`src/rtl/ipv4udp_pkg.sv`:
```
`timescale 1ns / 1ps

package ipv4udp_pkg;

    // Frame geometry and header codes
    localparam int unsigned OFFSET_W = 7;
    localparam int unsigned LEN_W    = OFFSET_W + 1;

    localparam logic [OFFSET_W-1:0] OFFSET_MAX     = '1;
    localparam logic [OFFSET_W-1:0] ETH_HDR_LEN    = 7'd14;
    localparam logic [LEN_W-1:0]    ETH_HDR_BYTES  = 8'd14;
    localparam logic [LEN_W-1:0]    IP_MIN_LEN     = 8'd20;
    localparam logic [LEN_W-1:0]    UDP_HDR_LEN    = 8'd8;
    localparam logic [15:0]         ETHERTYPE_IPV4 = 16'h0800;
    localparam logic [7:0]          PROTO_UDP      = 8'd17;
    localparam logic [3:0]          IP_VERSION     = 4'd4;

    // Result status codes
    localparam logic [1:0] STATUS_OK          = 2'd0;
    localparam logic [1:0] STATUS_INVALID     = 2'd1;
    localparam logic [1:0] STATUS_UNSUPPORTED = 2'd2;

    typedef struct packed {
        logic [7:0] data_byte;
        logic       last_byte;
    } in_word_t;

    typedef struct packed {
        logic [1:0]  status;
        logic [31:0] saddr;
        logic [31:0] daddr;
        logic [15:0] sport;
        logic [15:0] dport;
        logic [7:0]  protocol;
    } out_word_t;

    // Header fields as they stand once the current byte has been captured
    typedef struct packed {
        logic [LEN_W-1:0] frame_len;
        logic [15:0]      ether_kind;
        logic [7:0]       version_and_length;
        logic [7:0]       proto_seen;
        logic [31:0]      source_seen;
        logic [31:0]      dest_seen;
        logic [31:0]      ports_seen;
    } hdr_fields_t;

endpackage

```
`src/rtl/ipv4udp_capture.sv`:
```
`timescale 1ns / 1ps

module ipv4udp_capture (
    input  logic                     aclk,
    input  logic                     aresetn,
    input  logic                     enable,
    input  ipv4udp_pkg::in_word_t    word,
    output ipv4udp_pkg::hdr_fields_t fields
);
    import ipv4udp_pkg::*;

    localparam logic [OFFSET_W-1:0] POS_ETYPE_HI = 7'd12;
    localparam logic [OFFSET_W-1:0] POS_ETYPE_LO = 7'd13;
    localparam logic [OFFSET_W-1:0] POS_PROTO    = 7'd23;
    localparam logic [OFFSET_W-1:0] POS_SRC_LO   = 7'd26;
    localparam logic [OFFSET_W-1:0] POS_SRC_HI   = 7'd29;
    localparam logic [OFFSET_W-1:0] POS_DST_LO   = 7'd30;
    localparam logic [OFFSET_W-1:0] POS_DST_HI   = 7'd33;
    localparam logic [OFFSET_W-1:0] PORTS_BYTES  = 7'd4;

    logic [OFFSET_W-1:0] offset_reg, offset_next;
    logic [15:0]         ether_reg, ether_next;
    logic [7:0]          vl_reg, vl_next;
    logic [7:0]          proto_reg, proto_next;
    logic [31:0]         src_reg, src_next;
    logic [31:0]         dst_reg, dst_next;
    logic [31:0]         ports_reg, ports_next;
    logic [OFFSET_W-1:0] ports_start;
    logic                capture_en;

    // The UDP header starts right after the IPv4 header, whose length is IHL words.
    assign ports_start = ETH_HDR_LEN + {1'b0, vl_reg[3:0], 2'b00};
    assign capture_en  = enable && (offset_reg != OFFSET_MAX);

    always_comb begin
        ether_next = ether_reg;
        vl_next    = vl_reg;
        proto_next = proto_reg;
        src_next   = src_reg;
        dst_next   = dst_reg;
        ports_next = ports_reg;
        if (capture_en) begin
            if (offset_reg == POS_ETYPE_HI || offset_reg == POS_ETYPE_LO) begin
                ether_next = {ether_reg[7:0], word.data_byte};
            end
            if (offset_reg == ETH_HDR_LEN) begin
                vl_next = word.data_byte;
            end
            if (offset_reg == POS_PROTO) begin
                proto_next = word.data_byte;
            end
            if (offset_reg >= POS_SRC_LO && offset_reg <= POS_SRC_HI) begin
                src_next = {src_reg[23:0], word.data_byte};
            end
            if (offset_reg >= POS_DST_LO && offset_reg <= POS_DST_HI) begin
                dst_next = {dst_reg[23:0], word.data_byte};
            end
            if (offset_reg > ETH_HDR_LEN && offset_reg >= ports_start
                    && offset_reg < ports_start + PORTS_BYTES) begin
                ports_next = {ports_reg[23:0], word.data_byte};
            end
        end
    end

    always_comb begin
        offset_next = offset_reg;
        if (enable) begin
            if (word.last_byte) begin
                offset_next = '0;
            end else if (offset_reg != OFFSET_MAX) begin
                offset_next = offset_reg + 1'b1;
            end
        end
    end

    always_ff @(posedge aclk) begin
        if (!aresetn) begin
            offset_reg <= '0;
            ether_reg  <= '0;
            vl_reg     <= '0;
            proto_reg  <= '0;
            src_reg    <= '0;
            dst_reg    <= '0;
            ports_reg  <= '0;
        end else begin
            offset_reg <= offset_next;
            ether_reg  <= ether_next;
            vl_reg     <= vl_next;
            proto_reg  <= proto_next;
            src_reg    <= src_next;
            dst_reg    <= dst_next;
            ports_reg  <= ports_next;
        end
    end

    assign fields.frame_len          = {1'b0, offset_reg} + 1'b1;
    assign fields.ether_kind         = ether_next;
    assign fields.version_and_length = vl_next;
    assign fields.proto_seen         = proto_next;
    assign fields.source_seen        = src_next;
    assign fields.dest_seen          = dst_next;
    assign fields.ports_seen         = ports_next;

    a_offset_clears_on_last: assert property (
        @(posedge aclk) disable iff (!aresetn)
        enable && word.last_byte |=> offset_reg == '0
    ) else $error("byte offset not cleared after the last word of a frame");

    a_offset_holds_when_idle: assert property (
        @(posedge aclk) disable iff (!aresetn)
        !enable |=> $stable(offset_reg) && $stable(ports_reg) && $stable(vl_reg)
    ) else $error("capture state moved without a word being processed");

    a_offset_saturates: assert property (
        @(posedge aclk) disable iff (!aresetn)
        enable && !word.last_byte && offset_reg == OFFSET_MAX |=> offset_reg == OFFSET_MAX
    ) else $error("byte offset moved past its saturation point");

endmodule

```
`src/rtl/ipv4udp_classify.sv`:
```
`timescale 1ns / 1ps

module ipv4udp_classify (
    input  ipv4udp_pkg::hdr_fields_t fields,
    output ipv4udp_pkg::out_word_t   result
);
    import ipv4udp_pkg::*;

    logic [LEN_W-1:0] ihl_bytes;
    logic [LEN_W-1:0] udp_end;
    logic [1:0]       status;

    assign ihl_bytes = {2'b00, fields.version_and_length[3:0], 2'b00};
    assign udp_end   = ETH_HDR_BYTES + ihl_bytes + UDP_HDR_LEN;

    // The checks are ordered: the first one that fails decides the status.
    always_comb begin
        if (fields.frame_len < ETH_HDR_BYTES) begin
            status = STATUS_INVALID;
        end else if (fields.ether_kind != ETHERTYPE_IPV4) begin
            status = STATUS_UNSUPPORTED;
        end else if (fields.frame_len < ETH_HDR_BYTES + IP_MIN_LEN
                || fields.version_and_length[7:4] != IP_VERSION) begin
            status = STATUS_INVALID;
        end else if (ihl_bytes < IP_MIN_LEN || fields.proto_seen != PROTO_UDP) begin
            status = STATUS_UNSUPPORTED;
        end else if (fields.frame_len < udp_end) begin
            status = STATUS_INVALID;
        end else begin
            status = STATUS_OK;
        end
    end

    always_comb begin
        result        = '0;
        result.status = status;
        if (status == STATUS_OK) begin
            result.saddr    = fields.source_seen;
            result.daddr    = fields.dest_seen;
            result.sport    = fields.ports_seen[31:16];
            result.dport    = fields.ports_seen[15:0];
            result.protocol = fields.proto_seen;
        end
    end

endmodule

```
`src/rtl/ipv4_udp_five_tuple_extract.sv`:
```
`timescale 1ns / 1ps

// Channel  Direction  Payload      Meaning
// s_       in         in_word_t    one frame byte per word, last_byte closes the frame
// m_       out        out_word_t   one status and five-tuple per frame
//
// One word is accepted per cycle unless a last word waits for a stalled result; an input
// register and a result register frame a single pass of capture and classification logic.
// A last word's result is taken into the result register once that register is free.
// Reset (aresetn, synchronous) empties both registers and clears the byte offset.
// A stalled result holds back only the next last word; other bytes keep flowing.

module ipv4_udp_five_tuple_extract (
    input  logic                   aclk,
    input  logic                   aresetn,
    input  logic                   s_valid,
    output logic                   s_ready,
    input  ipv4udp_pkg::in_word_t  s_word,
    output logic                   m_valid,
    input  logic                   m_ready,
    output ipv4udp_pkg::out_word_t m_word
);
    import ipv4udp_pkg::*;

    logic        in_vld_reg, in_vld_next;
    in_word_t    in_word_reg;
    logic        out_vld_reg, out_vld_next;
    out_word_t   out_word_reg;
    logic        out_free;
    logic        process;
    hdr_fields_t fields;
    out_word_t   result;

    assign out_free = !out_vld_reg || m_ready;
    // Only a last word needs room in the result register.
    assign process  = in_vld_reg && (!in_word_reg.last_byte || out_free);
    assign s_ready  = !in_vld_reg || process;

    ipv4udp_capture u_capture (
        .aclk    (aclk),
        .aresetn (aresetn),
        .enable  (process),
        .word    (in_word_reg),
        .fields  (fields)
    );

    ipv4udp_classify u_classify (
        .fields (fields),
        .result (result)
    );

    always_comb begin
        in_vld_next = in_vld_reg;
        if (s_valid && s_ready) begin
            in_vld_next = 1'b1;
        end else if (process) begin
            in_vld_next = 1'b0;
        end
    end

    always_comb begin
        out_vld_next = out_vld_reg;
        if (process && in_word_reg.last_byte) begin
            out_vld_next = 1'b1;
        end else if (m_ready) begin
            out_vld_next = 1'b0;
        end
    end

    always_ff @(posedge aclk) begin
        if (!aresetn) begin
            in_vld_reg  <= 1'b0;
            out_vld_reg <= 1'b0;
        end else begin
            in_vld_reg  <= in_vld_next;
            out_vld_reg <= out_vld_next;
        end
    end

    always_ff @(posedge aclk) begin
        if (s_valid && s_ready) begin
            in_word_reg <= s_word;
        end
        if (process && in_word_reg.last_byte) begin
            out_word_reg <= result;
        end
    end

    assign m_valid = out_vld_reg;
    assign m_word  = out_word_reg;

    a_result_from_last: assert property (
        @(posedge aclk) disable iff (!aresetn)
        $rose(m_valid) |-> $past(in_vld_reg && in_word_reg.last_byte)
    ) else $error("result raised without a last word being processed");

    a_ok_means_udp: assert property (
        @(posedge aclk) disable iff (!aresetn)
        m_valid && m_word.status == STATUS_OK |-> m_word.protocol == PROTO_UDP
    ) else $error("accepted frame reported with a protocol other than UDP");

    a_error_zero_key: assert property (
        @(posedge aclk) disable iff (!aresetn)
        m_valid && m_word.status != STATUS_OK |->
            m_word.saddr == '0 && m_word.daddr == '0 && m_word.sport == '0
            && m_word.dport == '0 && m_word.protocol == '0
    ) else $error("key fields not cleared on an error status");

    a_status_code: assert property (
        @(posedge aclk) disable iff (!aresetn)
        m_valid |-> m_word.status == STATUS_OK || m_word.status == STATUS_INVALID
            || m_word.status == STATUS_UNSUPPORTED
    ) else $error("result status outside the defined codes");

endmodule

```
`config.mk`:
```
export PLATFORM = sky130hd
export DESIGN_NAME = ipv4_udp_five_tuple_extract
export DESIGN_NICKNAME = d
export VERILOG_FILES = /design/src/rtl/ipv4udp_pkg.sv /design/src/rtl/ipv4udp_capture.sv /design/src/rtl/ipv4udp_classify.sv /design/src/rtl/ipv4_udp_five_tuple_extract.sv
export SDC_FILE = /design/constraint.sdc
export NUM_CORES = 1
export LEC_CHECK = 0
export BUFFER_PORTS_ARGS = -buffer_cell sky130_fd_sc_hd__buf_2
export CAP_MARGIN = 10
export CORE_MARGIN = 2
export CORE_UTILIZATION = 40
export DETAILED_ROUTE_END_ITERATION = 8
export GPL_TIMING_DRIVEN = 0
export SYNTH_ARGS = -nofsm -noshare
export SYNTH_HDL_FRONTEND = slang
export SYNTH_SLANG_ARGS = --single-unit
```
`constraint.sdc`:
```
create_clock -name aclk -period 3.65 [get_ports aclk]
set_input_delay 0.1825 -clock aclk [delete_from_list [all_inputs] [get_ports aclk]]
set_output_delay 0.1825 -clock aclk [all_outputs]
set_load 0.05 [all_outputs]
```
==> results of run 1 <==
kinds of logic (layout without fill, tap and decap cells):
kind of cell,Yosys count,count (layout),synth area share (%)
XOR/XNOR,12,12,0.9592
AO/OA/AOI/OAI,169,170,10.97
buffers and inverters,85,279,3.825
flip-flops,252,252,56.55
other,2,7,0.06854
AND/OR/NAND/NOR,301,301,17.41
multiplexers,85,85,7.811
adder cells (fa/ha/maj),21,21,2.398
power breakdown:
group	switching [uW]	internal, uW	total (uW)
Combinational	250	79.0	329
Sequential	22.0	2990	3010
Clock	1130	1710	2840
Total	1400	4780	6180
timing repair:
item | CTS | global route
buffers inserted | 7 | 8
hold endpoints to repair | 11 | 0
pin swaps | 6 | 8
hold buffers | 11 | 0
endpoints found under the setup margin | 99 | 99
cloned | 1 | 0
gates resized for setup | 22 | 23
per-layer routing:
metal,GRT usage [%],routed length (um)
met2,29.16,11870
met1,24.82,12200
met5,0,0
met4,3.865,403
met3,2.892,1270
cell usage after synthesis (5+ instances only):
master | n | area share [%]
dfxtp_1 | 137 | 25
edfxtp_1 | 115 | 32
nor2b_1 | 86 | 4.9
mux2i_1 | 83 | 7.6
nor3_2 | 48 | 4.4
a21boi_0 | 46 | 3.2
nand2_1 | 43 | 1.5
clkbuf_1 | 41 | 1.4
o21ai_0 | 40 | 1.8
nand3_1 | 39 | 1.8
a211oi_1 | 35 | 2.4
buf_2 | 23 | 1.1
nor3_1 | 22 | 1.0
ha_1 | 21 | 2.4
nor2_1 | 18 | 0.62
a21oi_1 | 10 | 0.46
inv_1 | 9 | 0.31
buf_6 | 8 | 0.82
xnor2_1 | 7 | 0.56
nand4_1 | 6 | 0.34
nor4_1 | 5 | 0.29
o21a_1 | 5 | 0.34
xor2_1 | 5 | 0.40
layout make-up:
class / count / area, sq um
plain buffers: 74 / 410.4
clock inverters: 14 / 182.7
fillers: 2381 / 13570
inverters: 9 / 33.78
multi-input cells: 596 / 4539
well taps: 341 / 426.7
repair buffers: 146 / 845.8
clock buffers: 36 / 739.5
flip-flops and latches: 252 / 6203
cell usage in the layout (no fill, tap or decap), types with 20 or more instances in the layout:
cell type / count
nor2b_1: 86
o21ai_0: 39
buf_2: 137
ha_1: 20
clkbuf_1: 43
dfxtp_1: 133
nand3_1: 39
buf_4: 20
a21boi_0: 46
edfxtp_1: 115
a211oi_1: 28
nand2_1: 43
clkbuf_16: 27
nor3_2: 52
mux2i_1: 81
through the flow:
stage,setup slack [ns],instances,setup TNS (ns),hold WS [ns]
after floorplan,0.0001210,932,0,0.2814
after global placement,-1.315,1392,-175.13,0.3593
after detailed placement,-0.5240,1393,-43.47,0.3606
after CTS,0.0006080,1462,0,0.1511
after global routing,-0.008270,1468,-0.01091,0.1738
final,0.07032,1468,0,0.1833
worst max-delay path by stage:
stage | from | endpoint | slack, ns | cells after the start
after floorplan | m_valid$_SDFFE_PN0P_ | m_word[0]$_SDFFCE_PP0P_ | 0.0001 | 2
after global placement | in_vld_reg$_SDFFE_PN0P_ | m_word[2]$_SDFFCE_PP0P_ | -1.32 | 2
after detailed placement | u_capture.offset_reg[6]$_SDFFE_PN0P_ | m_word[71]$_SDFFCE_PP0P_ | -0.52 | 13
after CTS | in_word_reg[0]$_DFFE_PP_ | m_word[9]$_SDFFCE_PP0P_ | 0.0006 | 14
after global routing | u_capture.offset_reg[6]$_SDFFE_PN0P_ | m_word[15]$_SDFFCE_PP0P_ | -0.008 | 14
final | u_capture.offset_reg[2]$_SDFFE_PN0P_ | m_word[15]$_SDFFCE_PP0P_ | 0.07 | 13
==> impl_results.md, run 1 <==
* Number of core rows at 60
* Setup crit start kind: flip-flop
* Worst Hold Launch: aresetn
* Hold Path Depth at 2
* Longest Clk Path Bufs at 3
* Critical path's largest stage delay at 0.44 ns
* Seq/Total Area, Yosys at 56.55%
* Critical path arrival at 3.90 ns
* Hold Path End: u_capture.ether_reg[5]$_SDFF_PN0_
* Initial DRT Pass Iterations at 5
* CTS tree: yes
* Final ANT Viol Nets at 0
* Avg Inst Size Synth at 11.82 sq um
* First-pass GRT wire length at 40460 um
* GRT overflow at 0
* Main synth FF type: dfxtp_1
* Hold Path Class: input pin to flip-flop
* EDFF count, synth at 115
* DRC Markers at 0
* Clk_skew at 0.01455 ns
* Mapped Area at 10960 sq um
* Core Util, Final at 49.65%
* Clk sink count at 252
* CTS HTree Levels at 1
* Fraction of registers with async set/reset at 0%
* Leakage at 0.004529 uW
* Clock-pin slew on the worst setup and hold paths at 0.06 ns
* Fin area at 13380 sq um
* R2r worst-path depth at 13
* Classification of the worst setup path: flip-flop to flip-flop
* Routed length per instance at 17.54 um
* Largest register FFs at 106
* RR Endpoint: m_word[15]$_SDFFCE_PP0P_
* Cell variety after synth at 67
* Gpl congestion at 0.8648
* Vias/cell at 5.170
* Reg2reg start: u_capture.offset_reg[2]$_SDFFE_PN0P_
* Root buffer cell: clkbuf_16
* Vias in the first global route at 7364
* Max-cap violations at 0
* Fraction of layout cells with a size suffix above 1 at 26.89%
* Initial antenna violation count at 0
* Maximum clock rate at 279.4 MHz
* Top delay family on crit path: compound AO/OA/AOI/OAI gates
* Core area at 26950 sq um
* DRT Wirelength at 25740 um
* Width of the die at 169.5 um
* PortBufs at 119
* Final Cycle Share at 98.07%
* GRT Overall Usage at 17.77%
* Setup Viol. Count Final at 0
* CP dominant cell by count: xnor2_2
* Final hold violations at 0
* Initial Util at 40.65%
* DP Area at 12030 sq um
* Pwr dens at 461.8 nW/um^2
* Inserted Diodes at 0
* Synth Warn # at 0
* Number of I/O pins at 121
* CP endpoint kind: flip-flop
* Largest net degree at the start of global routing at 65
* Nets at 1140
* Max VDD drop at 353.9 uV
* Critical-path cell list: and4b_1 -> nand4_4 -> mux2i_4 -> xnor2_2 -> ha_2 -> xnor2_2 -> ha_1 -> nand2_1 -> a21o_1 -> a21oi_4 -> o211ai_4 -> buf_2 -> a211oi_1
* Count of buffer and inverter cells on the critical path at 1
* Worst Path Required at 3.97 ns
* Clk_lat worst skew at 0.54 ns
* Tightest Pin Transition at 0.8143 ns
* FF+latch count, synth at 252
* Worst path slowest cell: dfxtp_2
* Slew margin rel. at 45.72%
* Post-synthesis cell count at 927
* Max Transition Viols Final at 0
* Hpwl dp at 17380 um
* Status: complete, no violations
* Die Y at 169.5 um
* Layout Area Growth over Synthesis at 22.13%
* Routed via count at 7589
* Power, Total at 6179 uW
* Min Tclk post-route at 3.580 ns
* CP max FO at 10
* Drt initial violations at 434
* Die ar. at 28730 sq um
* R2R Setup Slk at 0.07 ns
* CTS buffer count at 27
Power figures use the tool's default switching activity.
==> run 2, diff against run 1 <==
Settings changed: CORE_ASPECT_RATIO set to 1.25.
==> impl_results.md, run 2 (same netlist as run 1, synthesis figures left out) <==
* Max-cap violations at 0
* Hold WS at 0.1479 ns
* Maximum clock rate at 284.4 MHz
* Final hold violations at 0
* Longest Clk Path Bufs at 3
* Worst Path Required at 4.00 ns
* Gpl congestion at 0.8706
* GRT Overall Usage at 17.64%
* Worst path slowest cell: dfxtp_1
* Leakage at 0.004492 uW
* PortBufs at 119
* Layout Area Growth over Synthesis at 21.80%
* Clock-pin slew on the worst setup and hold paths at 0.07 ns
* Nets at 1139
* Initial DRT Pass Iterations at 6
* Die Y at 189.0 um
* DP Area at 12040 sq um
* Die ar. at 28740 sq um
* Status: complete, no violations
* R2R Setup Slk at 0.13 ns
* CP max FO at 10
* CTS HTree Levels at 1
* Setup Viol. Count Final at 0
* Pwr dens at 448.8 nW/um^2
* Routed via count at 7643
* Root buffer cell: clkbuf_16
* Commonest non-fill, non-tap cells in the layout: buf_2, dfxtp_1, edfxtp_1
* Classification of the worst setup path: flip-flop to flip-flop
* Slew margin rel. at 49.34%
* CTS buffer count at 27
* Power, Total at 5990 uW
* Initial antenna violation count at 0
* Final ANT Viol Nets at 0
* Number of core rows at 67
* Count of buffer and inverter cells on the critical path at 3
* Max Transition Viols Final at 0
* DRT Wirelength at 25810 um
* Hpwl dp at 17540 um
* DRC Markers at 0
* Reg2reg start: u_capture.offset_reg[6]$_SDFFE_PN0P_
* Routed length per instance at 17.55 um
* Initial Util at 40.72%
* R2r worst-path depth at 15
* Critical path arrival at 3.86 ns
* Largest register FFs at 106
* Setup crit start kind: flip-flop
* Placement Setup Slack at -0.5190 ns
* Largest net degree at the start of global routing at 69
* Clk sink count at 252
* Inserted Diodes at 0
* GRT overflow at 0
* Fraction of layout cells with a size suffix above 1 at 27.35%
* Drt initial violations at 470
* Clk_skew at 0.01560 ns
* Hold Path Class: input pin to flip-flop
* PnR worst setup slack at 0.1339 ns
* Core area at 26910 sq um
* Vias in the first global route at 7532
* Number of I/O pins at 121
* Fin area at 13350 sq um
* CTS tree: yes
* Vias/cell at 5.196
* Crit path depth at 15
* Tightest Pin Transition at 0.7598 ns
* RR Endpoint: m_word[33]$_SDFFCE_PP0P_
* Critical path's largest stage delay at 0.35 ns
* Clk_lat worst skew at 0.54 ns
* Critical-path cell list: buf_4 -> nor3_4 -> nand4_4 -> mux2i_4 -> xnor2_2 -> ha_1 -> xnor2_1 -> ha_1 -> nand2_1 -> a21o_1 -> a21oi_2 -> buf_4 -> o211ai_4 -> clkbuf_4 -> a211oi_1
* Source of the critical timing path: u_capture.offset_reg[6]$_SDFFE_PN0P_
* Max VDD drop at 292.7 uV
* Fillcell total at 2468
* Top delay family on crit path: compound AO/OA/AOI/OAI gates
* Core Util, Final at 49.59%
* Final Cycle Share at 96.33%
* Min Tclk post-route at 3.516 ns
* CP endpoint kind: flip-flop
* First-pass GRT wire length at 40880 um
* Crit path to: m_word[33]$_SDFFCE_PP0P_
* Width of the die at 152.0 um
run 2: cell types whose count changed in the layout (fill, tap and decap cells not counted), sizes merged:
cell      change
buf           -5
bufinv        -2
clkinv        +2
clkinvlp      +1
inv           +3
run 2: per-layer routing:
layer	up-vias	track usage (%)	routed length, um	share of wire (%)
li1	3730	-	-	-
met1	3703	22.77	11120	43
met2	186	31.06	13080	51
met3	24	2.655	1193	4.6
met4	0	4.493	422	1.6
met5	-	0	0	0
run 2: final cells by class:
cell class	count	area, sq um	area share, %
clock inverter	18	158.9	1.191
tap	345	431.7	3.235
buffer	75	421.7	3.160
multi-input combinational	596	4574	34.28
clock buffer	32	694.4	5.203
inverter	9	33.78	0.2531
sequential	252	6200	46.46
timing repair buffer	144	830.8	6.225
run 2: per-stage QoR:
step	setup TNS, ns	cells
floorplan	0	932
global placement	-158.88	1396
detailed placement	-42.42	1397
CTS	-0.03023	1470
global route	-0.0002749	1471
finish	0	1471
run 2: worst min path at each step:
stage | start | end | slack (ns) | cells past startpoint
final | aresetn | u_capture.ether_reg[5]$_SDFF_PN0_ | 0.15 | 2
after global routing | aresetn | u_capture.ether_reg[4]$_SDFF_PN0_ | 0.18 | 2
after CTS | aresetn | u_capture.ether_reg[5]$_SDFF_PN0_ | 0.16 | 2
after detailed placement | s_word[6] | in_word_reg[6]$_DFFE_PP_ | 0.36 | 1
after global placement | s_word[3] | in_word_reg[3]$_DFFE_PP_ | 0.36 | 1
after floorplan | s_word[0] | in_word_reg[0]$_DFFE_PP_ | 0.28 | 0
run 2: repair_timing:
item / in CTS / in global routing
hold buffers: 11 / 0
pin swaps: 5 / 5
setup endpoints to repair: 99 / 98
cloned: 1 / 0
setup buffers: 11 / 2
endpoints found under the hold margin: 11 / 0
resized for setup: 25 / 29
run 2: worst register-to-register path, delay by kind of cell (launching register included):
kind	cells	cell delay [ns]
multiplexers	1	0.29
buffers and inverters	3	0.62
AO/OA/AOI/OAI	4	0.74
flip-flops	1	0.35
AND/OR/NAND/NOR	3	0.48
XOR/XNOR	2	0.32
adder cells (fa/ha/maj)	2	0.54
run 2: where the power goes:
group	leakage, uW	internal, uW	switching, uW
combinational	0.00204	78.3	249
clock	0.000412	1510	1140
sequential	0.00204	2990	21.0
total	0.00449	4580	1410
==> run 3, diff against run 2 <==
Settings changed: BUFFER_PORTS_ARGS -buffer_cell sky130_fd_sc_hd__buf_2 to -buffer_cell sky130_fd_sc_hd__clkbuf_2, CORE_MARGIN 2 to 8, SKIP_CTS_REPAIR_TIMING set to 1.
==> impl_results.md, run 3 (same netlist as run 1, synthesis figures left out) <==
* Psw at 1423 uW
* Sw Ratio at 22.19%
* PortBufs at 119
* Clock power share at 47.9%
* Max Transition Viols Final at 0
* Worst path slowest cell: dfxtp_2
* Longest Clk Path Bufs at 3
* First-pass GRT wire length at 41590 um
* Root buffer cell: clkbuf_16
* Min Tclk post-route at 3.568 ns
* Seq pwr share at 46.9%
* Commonest non-fill, non-tap cells in the layout: dfxtp_1, clkbuf_2, edfxtp_1
* Source of the critical timing path: u_capture.offset_reg[6]$_SDFFE_PN0P_
* Maximum clock rate at 280.3 MHz
* Die Y at 201.0 um
* Layout Area Growth over Synthesis at 22.99%
* CP dominant cell by count: ha_1
* Worst Path Required at 3.99 ns
* Max VDD drop at 338.6 uV
* CP endpoint kind: flip-flop
* Routed length per instance at 18.28 um
* Clk sink count at 252
* CTS HTree Levels at 1
* Final Cycle Share at 97.76%
* Fraction of layout cells with a size suffix above 1 at 28.00%
* Comb pwr share at 5.2%
* CP max FO at 10
* Final hold violations at 0
* Leakage at 0.004658 uW
* Largest register FFs at 106
* Clock-pin slew on the worst setup and hold paths at 0.07 ns
* Critical path arrival at 3.91 ns
* Number of core rows at 67
* Tightest Pin Transition at 0.9111 ns
* DRC Markers at 0
* Nets at 1139
* Slew margin rel. at 39.26%
* Register area at 6201 sq um
* Largest net degree at the start of global routing at 66
* Area of the multi-input gates at 4563 sq um
* Pint at 4989 uW
* Initial Util at 40.72%
* CTS buffer count at 26
* Hpwl dp at 18620 um
* Width of the die at 164.0 um
* Count of buffer and inverter cells on the critical path at 2
* Worst Hold Launch: m_ready
* Die ar. at 32980 sq um
* Top delay family on crit path: compound AO/OA/AOI/OAI gates
* Initial DRT Pass Iterations at 4
* Classification of the worst setup path: flip-flop to flip-flop
* PnR worst setup slack at 0.08188 ns
* DRT Wirelength at 26870 um
* Drt initial violations at 288
* Setup crit start kind: flip-flop
* Gpl congestion at 0.8653
* GRT overflow at 0
* Reg2reg start: u_capture.offset_reg[6]$_SDFFE_PN0P_
* Placement Setup Slack at -0.4710 ns
* Vias/cell at 5.167
* Core Util, Final at 50.08%
* Inserted Diodes at 0
* Final ANT Viol Nets at 0
* Initial antenna violation count at 0
* Setup Viol. Count Final at 0
* Commonest non-fill, non-tap cell in the layout: dfxtp_1
* Critical path's largest stage delay at 0.35 ns
* Clk_lat worst skew at 0.54 ns
* Status: complete, no violations
* Critical-path cell list: buf_6 -> nor3_4 -> nand4_4 -> mux2i_4 -> xnor2_2 -> ha_1 -> xnor2_1 -> ha_1 -> nand2_1 -> a21o_1 -> a21oi_4 -> o211ai_2 -> buf_2 -> a211oi_1
* GRT Overall Usage at 15.65%
* RSZ-0062 raised after global routing: yes
* Max-cap violations at 0
* R2R Setup Slk at 0.08 ns
* Number of I/O pins at 121
* Hold Path Class: input pin to flip-flop
* Vias in the first global route at 7504
* Core area at 26910 sq um
* CTS tree: yes
* Fillcell total at 2458
* Pwr dens at 475.9 nW/um^2
* Clk_skew at 0.02478 ns
* Routed via count at 7595
## run 3: power groups by stage
stage	clock (uW)	sequential, uW	combinational [uW]
global route	3240	3010	349
finish	3070	3010	332
detailed placement	0	3070	325
CTS	3140	3010	326
floorplan	0	3230	77.2
global placement	0	3080	322
## run 3: worst paths after layout
| path | end | depth (start not counted) |
|---|---|---|
| worst max register to register | m_word[33]$_SDFFCE_PP0P_ | 14 |
| worst min-delay path | m_valid$_SDFFE_PN0P_ | 3 |
| worst min register to register | u_capture.ether_reg[1]$_SDFF_PN0_ | 2 |
| worst max-delay path | m_word[33]$_SDFFCE_PP0P_ | 14 |
## run 3: final cells by class
cell class | instances | area share, %
Sequential cell | 252 | 46.02
Multi-Input combinational cell | 596 | 33.86
Timing Repair Buffer | 144 | 6.072
Clock buffer | 27 | 5.014
Tap cell | 345 | 3.203
Buffer | 76 | 3.138
Clock inverter | 21 | 2.442
Inverter | 9 | 0.2507
## run 3: worst register-to-register path, cell delays in order (launching register included)
cell and delay (ns):
dfxtp_2 0.35, buf_6 0.15, nor3_4 0.23, nand4_4 0.25
mux2i_4 0.30, xnor2_2 0.18, ha_1 0.20, xnor2_1 0.13
ha_1 0.34, nand2_1 0.07, a21o_1 0.18, a21oi_4 0.24
o211ai_2 0.20, buf_2 0.25, a211oi_1 0.30
## run 3: routing by layer
| metal | global-route usage, % | up-vias | wire [um] |
|---|---|---|---|
| met5 | 0 | - | 0 |
| met4 | 4.489 | 0 | 617 |
| met3 | 2.626 | 46 | 1434 |
| met2 | 27.29 | 175 | 13590 |
| met1 | 19.36 | 3643 | 11240 |
| li1 | - | 3731 | - |
## run 3: metrics by stage
step | hold slack (ns) | setup TNS (ns) | cells | power (uW) | area, sq um
detailed placement | 0.3611 | -35.65 | 1397 | 3399 | 12030
global route | 0.03133 | -0.3190 | 1470 | 6605 | 13480
CTS | -0.2069 | -38.51 | 1445 | 6478 | 13030
global placement | 0.3620 | -158.26 | 1396 | 3400 | 12000
finish | 0.01062 | 0 | 1470 | 6412 | 13480
floorplan | 0.2814 | 0 | 932 | 3309 | 10980
